===== src/hdl/hdbt_pkg.sv =====
`timescale 1ns / 1ps
`default_nettype none
// ----------------------------------------------------------------------------
// hdbt_pkg
// Shared types, constants and the CORDIC arctangent table of the home
// distance and bearing tracker.
// ----------------------------------------------------------------------------
package hdbt_pkg;

  localparam int unsigned CORDIC_STEPS = 24;
  localparam int unsigned STEP_W       = $clog2(CORDIC_STEPS);
  localparam int unsigned CW           = 44;  // CORDIC x/y datapath, signed
  localparam int unsigned ZW           = 34;  // CORDIC angle, deg*1e7, signed
  localparam int unsigned MSPLIT       = 22;  // split point of wide products

  localparam int unsigned QDEPTH = 2;         // front to back queue
  localparam int unsigned QPTR_W = $clog2(QDEPTH);

  localparam int unsigned DIST_W = 26;

  localparam logic signed [CW-1:0] K_Q30   = 44'sd652032874;
  localparam logic signed [CW-1:0] COS_ONE = 44'sd1073741824;
  localparam logic [19:0]          K_Q20   = 20'd636752;
  localparam logic signed [ZW-1:0] DEG90   = 34'sd900000000;
  localparam logic signed [ZW-1:0] DEG180  = 34'sd1800000000;
  localparam logic [20:0]          M_PER_E8 = 21'd1113195;

  localparam logic [63:0] DIST_HALF = 64'd12800000000;
  localparam logic [63:0] DIST_SAT  = 64'd1280000025600000000;
  localparam logic [63:0] MAG_HALF  = 64'd524288;

  // distance divide: 25.6e9 = 2^16 * 390625, reciprocal underestimates by
  // at most one, fixed up by a back-multiply
  localparam logic [18:0] DIST_ODD = 19'd390625;
  localparam logic [26:0] DIST_RCP = 27'd90071992;   // floor(2^45 / 390625)
  // degree divide: 1e7 = 2^7 * 78125, exact for the angle range
  localparam logic [25:0] DEG_RCP  = 26'd56294996;   // ceil(2^42 / 78125)
  // arrow divide by 90, exact below 2048
  localparam logic [11:0] ARW_RCP  = 12'd2913;       // ceil(2^18 / 90)

  localparam logic [DIST_W-1:0] DIST_MAX = 26'd50000000;

  typedef struct packed {
    logic               clear;
    logic               fix_ok;
    logic signed [30:0] lat;
    logic signed [31:0] lon;
    logic signed [27:0] alt;
    logic [8:0]         hdg;
  } item_t;

  typedef struct packed {
    logic              home_valid;
    logic [DIST_W-1:0] dist_m;
    logic [4:0]        arrow;
    logic signed [27:0] alt;
  } result_t;

  typedef struct packed {
    logic start;
    logic rotate;
  } cordic_req_t;

  typedef enum logic [4:0] {
    S_IDLE, S_COS, S_COSW, S_MXL, S_MXH, S_VSET, S_VEC, S_VECW,
    S_MGL, S_MGH, S_DSL, S_DSH, S_DSAT, S_DQL, S_DQH, S_DFIX,
    S_ASET, S_ADIV, S_AFIX, S_RDIV, S_OUT
  } back_state_e;

  function automatic logic signed [ZW-1:0] atan_lut(input logic [STEP_W-1:0] idx);
    logic signed [ZW-1:0] v;
    case (idx)
      5'd0:    v = 34'sd450000000;
      5'd1:    v = 34'sd265650512;
      5'd2:    v = 34'sd140362435;
      5'd3:    v = 34'sd71250163;
      5'd4:    v = 34'sd35763344;
      5'd5:    v = 34'sd17899106;
      5'd6:    v = 34'sd8951737;
      5'd7:    v = 34'sd4476142;
      5'd8:    v = 34'sd2238105;
      5'd9:    v = 34'sd1119057;
      5'd10:   v = 34'sd559529;
      5'd11:   v = 34'sd279765;
      5'd12:   v = 34'sd139882;
      5'd13:   v = 34'sd69941;
      5'd14:   v = 34'sd34971;
      5'd15:   v = 34'sd17485;
      5'd16:   v = 34'sd8743;
      5'd17:   v = 34'sd4371;
      5'd18:   v = 34'sd2186;
      5'd19:   v = 34'sd1093;
      5'd20:   v = 34'sd546;
      5'd21:   v = 34'sd273;
      5'd22:   v = 34'sd137;
      5'd23:   v = 34'sd68;
      default: v = '0;
    endcase
    return v;
  endfunction

endpackage
`default_nettype wire


===== src/hdl/hdbt_front.sv =====
`timescale 1ns / 1ps
`default_nettype none
// ----------------------------------------------------------------------------
// hdbt_front
// Accepts requests, classifies them and queues them for the back end.
// ----------------------------------------------------------------------------
module hdbt_front import hdbt_pkg::*; (
  input  logic               clk_i,
  input  logic               rst_ni,
  input  logic               push,
  output logic               full,
  input  logic               kind_i,
  input  logic [2:0]         fix_type_i,
  input  logic signed [30:0] lat_e7_i,
  input  logic signed [31:0] lon_e7_i,
  input  logic signed [27:0] alt_cm_i,
  input  logic [8:0]         heading_deg_i,
  output logic               item_valid_o,
  output item_t              item_o,
  input  logic               item_take_i
);

  item_t             slot_q [QDEPTH];
  logic [QPTR_W-1:0] wr_ptr_q, rd_ptr_q;
  logic [QPTR_W:0]   count_q;
  item_t             dec;
  logic              push_ok, take_ok;

  always_comb begin
    dec.clear  = kind_i;
    dec.fix_ok = (fix_type_i > 3'd1);
    dec.lat    = lat_e7_i;
    dec.lon    = lon_e7_i;
    dec.alt    = alt_cm_i;
    dec.hdg    = (heading_deg_i >= 9'd360) ? heading_deg_i - 9'd360 : heading_deg_i;
  end

  assign full         = (count_q == (QPTR_W+1)'(QDEPTH));
  assign item_valid_o = (count_q != '0);
  assign item_o       = slot_q[rd_ptr_q];
  assign push_ok      = push && !full;
  assign take_ok      = item_take_i && item_valid_o;

  always_ff @(posedge clk_i or negedge rst_ni) begin
    if (!rst_ni) begin
      wr_ptr_q <= '0;
      rd_ptr_q <= '0;
      count_q  <= '0;
    end else begin
      if (push_ok) begin
        wr_ptr_q <= (wr_ptr_q == QPTR_W'(QDEPTH-1)) ? '0 : wr_ptr_q + 1'b1;
      end
      if (take_ok) begin
        rd_ptr_q <= (rd_ptr_q == QPTR_W'(QDEPTH-1)) ? '0 : rd_ptr_q + 1'b1;
      end
      if (push_ok && !take_ok) begin
        count_q <= count_q + 1'b1;
      end else if (take_ok && !push_ok) begin
        count_q <= count_q - 1'b1;
      end
    end
  end

  always_ff @(posedge clk_i) begin
    if (push_ok) begin
      slot_q[wr_ptr_q] <= dec;
    end
  end

endmodule
`default_nettype wire


===== config.mk =====
export PLATFORM = sky130hd
export DESIGN_NAME = hdbt_front
export DESIGN_NICKNAME = d
export VERILOG_FILES = /design/src/hdl/hdbt_pkg.sv /design/src/hdl/hdbt_front.sv
export SDC_FILE = /design/constraint.sdc
export NUM_CORES = 1
export LEC_CHECK = 0
export BUFFER_PORTS_ARGS = -buffer_cell sky130_fd_sc_hd__buf_2
export CORE_UTILIZATION = 48
export CTS_BUF_LIST = sky130_fd_sc_hd__clkbuf_16
export CTS_CLUSTER_DIAMETER = 30
export DETAILED_ROUTE_END_ITERATION = 8
export GPL_TIMING_DRIVEN = 0
export PLACE_DENSITY = 0.85
export REMOVE_ABC_BUFFERS = 1
export SETUP_SLACK_MARGIN = 0.15
export SYNTH_ARGS = -nofsm -noshare
export SYNTH_HDL_FRONTEND = slang
export SYNTH_SLANG_ARGS = --single-unit

===== constraint.sdc =====
create_clock -name clk_i -period 5.95 [get_ports clk_i]
set_input_delay 1.785 -clock clk_i [delete_from_list [all_inputs] [get_ports clk_i]]
set_output_delay 1.785 -clock clk_i [all_outputs]
set_load 0.01 [all_outputs]

# ---- Word-level counts from Yosys, hierarchy flattened
# Memory sizes are Yosys's and may differ from the RTL's.
# Cells that the tools add are included.
dict set report word_totals {
  n_memories 1
  out_inout_bits 104
  inputBits 108
  mem_bits_rw 204
  wordCells 28
  register_bits 4
  rom_bits 0
  latch_bits 0
}
# memory words width read_ports rd_clocked_by_memory_dff write_ports line
set mem_list {}
lappend mem_list {slot_q 2 102 1 0 1 hdbt_front.sv:23} ;# item_t slot_q [QDEPTH];
dict set report op_classes {
  div_mod_pow 0
  n_bitwise 0
  multipliers 0
  eq_ne 1
  shifts 0
  addsub 5
  n_reduce_logical 9
  n_lt_le_gt_ge 2
  muxes 7
}
# cell n
set ops {}
lappend ops {{9-bit greater-or-equal comparator (second input constant)} 1}
lappend ops {{9-bit 2-to-1 mux} 1}
lappend ops {{9-bit subtractor (second input constant)} 1}
lappend ops {{1-bit logical AND} 4}
lappend ops {{1-bit 2-to-1 mux} 4}
lappend ops {{2-bit 2-to-1 mux} 2}
lappend ops {{2-bit nonzero test} 2}
lappend ops {{3-bit by 1-bit greater-than comparator with 1-bit output (second input constant)} 1}
lappend ops {{1-bit logical NOT} 3}
lappend ops {{1-bit adder (second input constant)} 2}
lappend ops {{2-bit by 1-bit adder with 2-bit output (second input constant)} 1}
lappend ops {{2-bit equality test (second input constant)} 1}
lappend ops {{2-bit by 1-bit subtractor with 2-bit output (second input constant)} 1}

# ---- Longest topological paths before layout
dict set report logic_depth {
  depth_word 7
  ltp_mapped 7
  ltp_nobuf 7
}

# ---- Worst setup path after synthesis
# Ideal clock, no wire load.
dict set report synth_timing {
  path_kind {input -> register}
  startpoint {input push}
  endpoint {memory slot_q[0][0] (netlist bit), enable pin}
  setup_ps 564
  arrival_ps 6119
  slack_ps -732
  path_stages 2
  required_time_ps 5386
  path_cell_list {nand2_1 > nor2_1}
}
dict set report synth_between {
  elab_chain_cells 3
}
# element line
set synth_lines {}
lappend synth_lines {{start: declaration} hdbt_front.sv:10} ;# input logic push,
lappend synth_lines {{1-bit logical AND} hdbt_front.sv:41} ;# assign push_ok = push && !full;
lappend synth_lines {{1-bit 2-to-1 mux} hdbt_front.sv:65} ;# if (push_ok) begin
lappend synth_lines {{1-bit 2-to-1 mux (not written as such)} hdbt_front.sv:66} ;# slot_q[wr_ptr_q] <= dec;
lappend synth_lines {{end: declaration} hdbt_front.sv:23}
# No other way between the ends.

==> results.cfg <==
[die]
pin_count = 212
die_height_um = 129
num_rows = 46
fp.dieArea_um2 = 16700
core_box_area_um2 = 15800
die_width_um = 129
initial_core_util_pct = 49.1

[placement]
dpl_cell_area_um2 = 9180
place_congestion = 0.836
buffer_ports.inserted = 210
placement.setup.worst_slack_ns = 2.39
hpwl_um = 9640

[global_routing]
vias_in_the_first_global_route = 4588
grt_util_all_layers_pct = 17.2
number_of_antenna_violations_at_the_first_check_in_global_routing = 0
wire_length_of_the_first_global_routing_pass_um = 21900
congestion_overflow_gr = 0
grt_max_degree = 57

[finish]
syn_to_final_growth_pct = 33.3
layout.nets = 728
drive_gt1_share_pct = 59.3
multi_input_gate_area_in_the_final_layout_um2 = 1490
antenna-diode-count = 0
regArea_um2 = 6230
fin_area_um2 = 10400
fillerInstances = 1083

[clocking]
postCtsHoldBufs = 0
post_cts_setup_repair_bufs = 0
post_cts.resized_instances = 0
cts_sinks = 208
h-tree-depth = 2
clk_pin_slew_worst_paths_ns = 0.05
clk_root_buffer_cell = sky130_fd_sc_hd__clkbuf_16
cts_made_buffers = 37
tritoncts = built
worst_skew_pair.late_latency_ns = 0.47
cts-root-to-sink-buffers = 3

[setup_path]
critPathKind = register to output pin
cp.arrival_ns = 2.23
worst-path-max-fanout = 56
crit-reg2reg-capture = slot_q[0][99]
crit_path_to = item_o[18]
reg2reg_from = count_q[0]
worst_setup_path_start_kind = register
r2r_cells = 5
endpoint_kind = output pin
cp-startpoint = rd_ptr_q
ff2ff_setup_slack_ns = 3.88
crit_required_ns = 4.16

[sta]
final_period_utilization_pct = 67.5
slew-limit-headroom_pct = 49.1
clock.fmax_mhz = 249
min_period_ns = 4.02
drv_slew = 0
skew_ns = 0.00722
hold_violations = 0
timing.final.ws_setup_ns = 1.93
worst_pin_slew_ns = 0.763
rsz0062_at_grt = false
timing.final.setup_violations = 0

[status]
run_status = finished clean

[route]
post_drt_via_cell_ratio = 5.04
drt_pass1_iterations = 4
route.detailed.drc = 0
routed-via-count = 4337
first_iter_violations = 158
postRouteWirelength_um = 14800
post_drt_wl_per_cell_um = 17.2
route.antenna.remaining_nets = 0

[pwr]
power_leakage_nw = 3.95
p_per_area_nw_per_um2 = 526
worst_vdd_drop_mv = 0.448

[logic_synthesis]
yosysWarnings = 0
ys_async_sr_fraction_pct = 1.92
synthesis.instances = 377
postSynthRegisterBits = 208
yosys.cell_types.count = 30
yosys_most_used_dff = sky130_fd_sc_hd__edfxtp_1
synth.cell_area_um2 = 7780
number_of_synthesized_flops_with_an_enable_pin = 204
synth_seq_area_share_pct = 80.1
mean_area_per_synthesized_cell_um2 = 20.6

[worst_hold_path]
min_path_cells = 1
timing.hold.worst.start = count_q[1]
timing.hold.worst.class = register to register

[job]
timing.max_cap.violations = 0
## Yosys cell counts (2+ instances only)
cell type / number / area share [%]
sky130_fd_sc_hd__inv_1: 4 / 0.19
sky130_fd_sc_hd__nand2b_1: 6 / 0.48
sky130_fd_sc_hd__or2_2: 3 / 0.24
sky130_fd_sc_hd__dfrtp_1: 4 / 1.3
sky130_fd_sc_hd__xnor2_1: 3 / 0.34
sky130_fd_sc_hd__nand3_1: 2 / 0.13
sky130_fd_sc_hd__nor2_1: 6 / 0.29
sky130_fd_sc_hd__edfxtp_1: 204 / 79
sky130_fd_sc_hd__ha_1: 2 / 0.32
sky130_fd_sc_hd__buf_2: 8 / 0.51
sky130_fd_sc_hd__a21oi_1: 3 / 0.19
sky130_fd_sc_hd__mux2_2: 102 / 15
sky130_fd_sc_hd__nand2_1: 5 / 0.24
sky130_fd_sc_hd__clkbuf_1: 2 / 0.097
sky130_fd_sc_hd__o21ai_0: 5 / 0.32
sky130_fd_sc_hd__buf_1: 3 / 0.14
sky130_fd_sc_hd__xor2_1: 2 / 0.23
## logic make-up after synthesis
logic type      Yosys count  synth area share (%)
compound gates           15                  1.30
xor+xnor                  5                 0.563
fa+ha+maj                 2                 0.322
buf+inv                  17                 0.949
flops                   208                  80.1
mux                     103                  14.9
simple gates             27                  1.91
## report_power, final
| group | switching, mW | total [mW] | internal (mW) |
|---|---|---|---|
| combinational | 0.698 | 1.35 | 0.651 |
| sequential | 0.145 | 2.15 | 2.01 |
| clock | 0.673 | 1.94 | 1.27 |
## critical path, cell delays in order (launching register included)
cell and delay, ns:
sky130_fd_sc_hd__dfrtp_4 0.84, sky130_fd_sc_hd__buf_16 0.34, sky130_fd_sc_hd__mux2_2 0.39, sky130_fd_sc_hd__buf_2 0.14
## area by class of cell
type	count	area share [%]
inverters	4	0.145
multi-input cells	152	14.4
clock buffers	37	8.93
clock inverters	28	2.50
well taps	216	2.61
flip-flops and latches	208	60.1
repair buffers	215	11.3
## cells in the final DEF, fill, tap and decap left out, types with 2 or more instances in the layout
cell	Yosys	routed
sky130_fd_sc_hd__or2_2	3	3
sky130_fd_sc_hd__buf_2	8	210
sky130_fd_sc_hd__buf_12	0	2
sky130_fd_sc_hd__ha_1	2	2
sky130_fd_sc_hd__edfxtp_1	204	204
sky130_fd_sc_hd__a21oi_1	3	3
sky130_fd_sc_hd__clkbuf_16	0	37
sky130_fd_sc_hd__inv_1	4	8
sky130_fd_sc_hd__mux2_2	102	102
sky130_fd_sc_hd__o21ai_0	5	5
sky130_fd_sc_hd__xor2_1	2	2
sky130_fd_sc_hd__dfrtp_1	4	3
sky130_fd_sc_hd__clkinv_4	0	5
sky130_fd_sc_hd__bufinv_16	0	3
sky130_fd_sc_hd__xnor2_1	3	3
sky130_fd_sc_hd__clkinv_1	0	5
sky130_fd_sc_hd__buf_16	0	3
sky130_fd_sc_hd__nand3_1	2	2
sky130_fd_sc_hd__clkinv_2	0	2
sky130_fd_sc_hd__clkinvlp_4	0	6
sky130_fd_sc_hd__nand2_1	5	5
sky130_fd_sc_hd__nor2_1	6	5
sky130_fd_sc_hd__nand2b_1	6	6
## per-stage QoR
step	total power, mW	hold slack [ns]	util [%]	std cells	setup TNS (ns)
after floorplan	3.01	0.456	-	364	-74.70
after global placement	3.53	0.473	57.1	790	-262.89
after detailed placement	3.54	0.483	58.0	795	0
after CTS	5.50	0.493	65.5	860	0
after global routing	5.67	0.510	65.5	860	0
final	5.45	0.505	65.5	860	0
## metal layers
layer / routed length (um) / vias to the layer above / track usage, % / share of wire, %
li1: - / 1984 / - / -
met1: 5270 / 2112 / 17.2 / 36
met2: 7960 / 201 / 32.6 / 54
met3: 1210 / 40 / 5.74 / 8.2
met4: 337 / 0 / 6.44 / 2.3
met5: 0 / - / 0 / 0
## registers in the layout, summed over array words and instances (netlist names)
signal and count:
rd_ptr_q 1, count_q 2, slot_q 204, wr_ptr_q 1
## how the worst min path moves through the flow
stage and end:
5_1_grt count_q[1], 6_report count_q[1], 4_1_cts count_q[1], 3_3_place_gp count_q[1], 3_5_place_dp count_q[1], 2_1_floorplan count_q[1]
No activity file was read; power rests on OpenSTA's default activity.
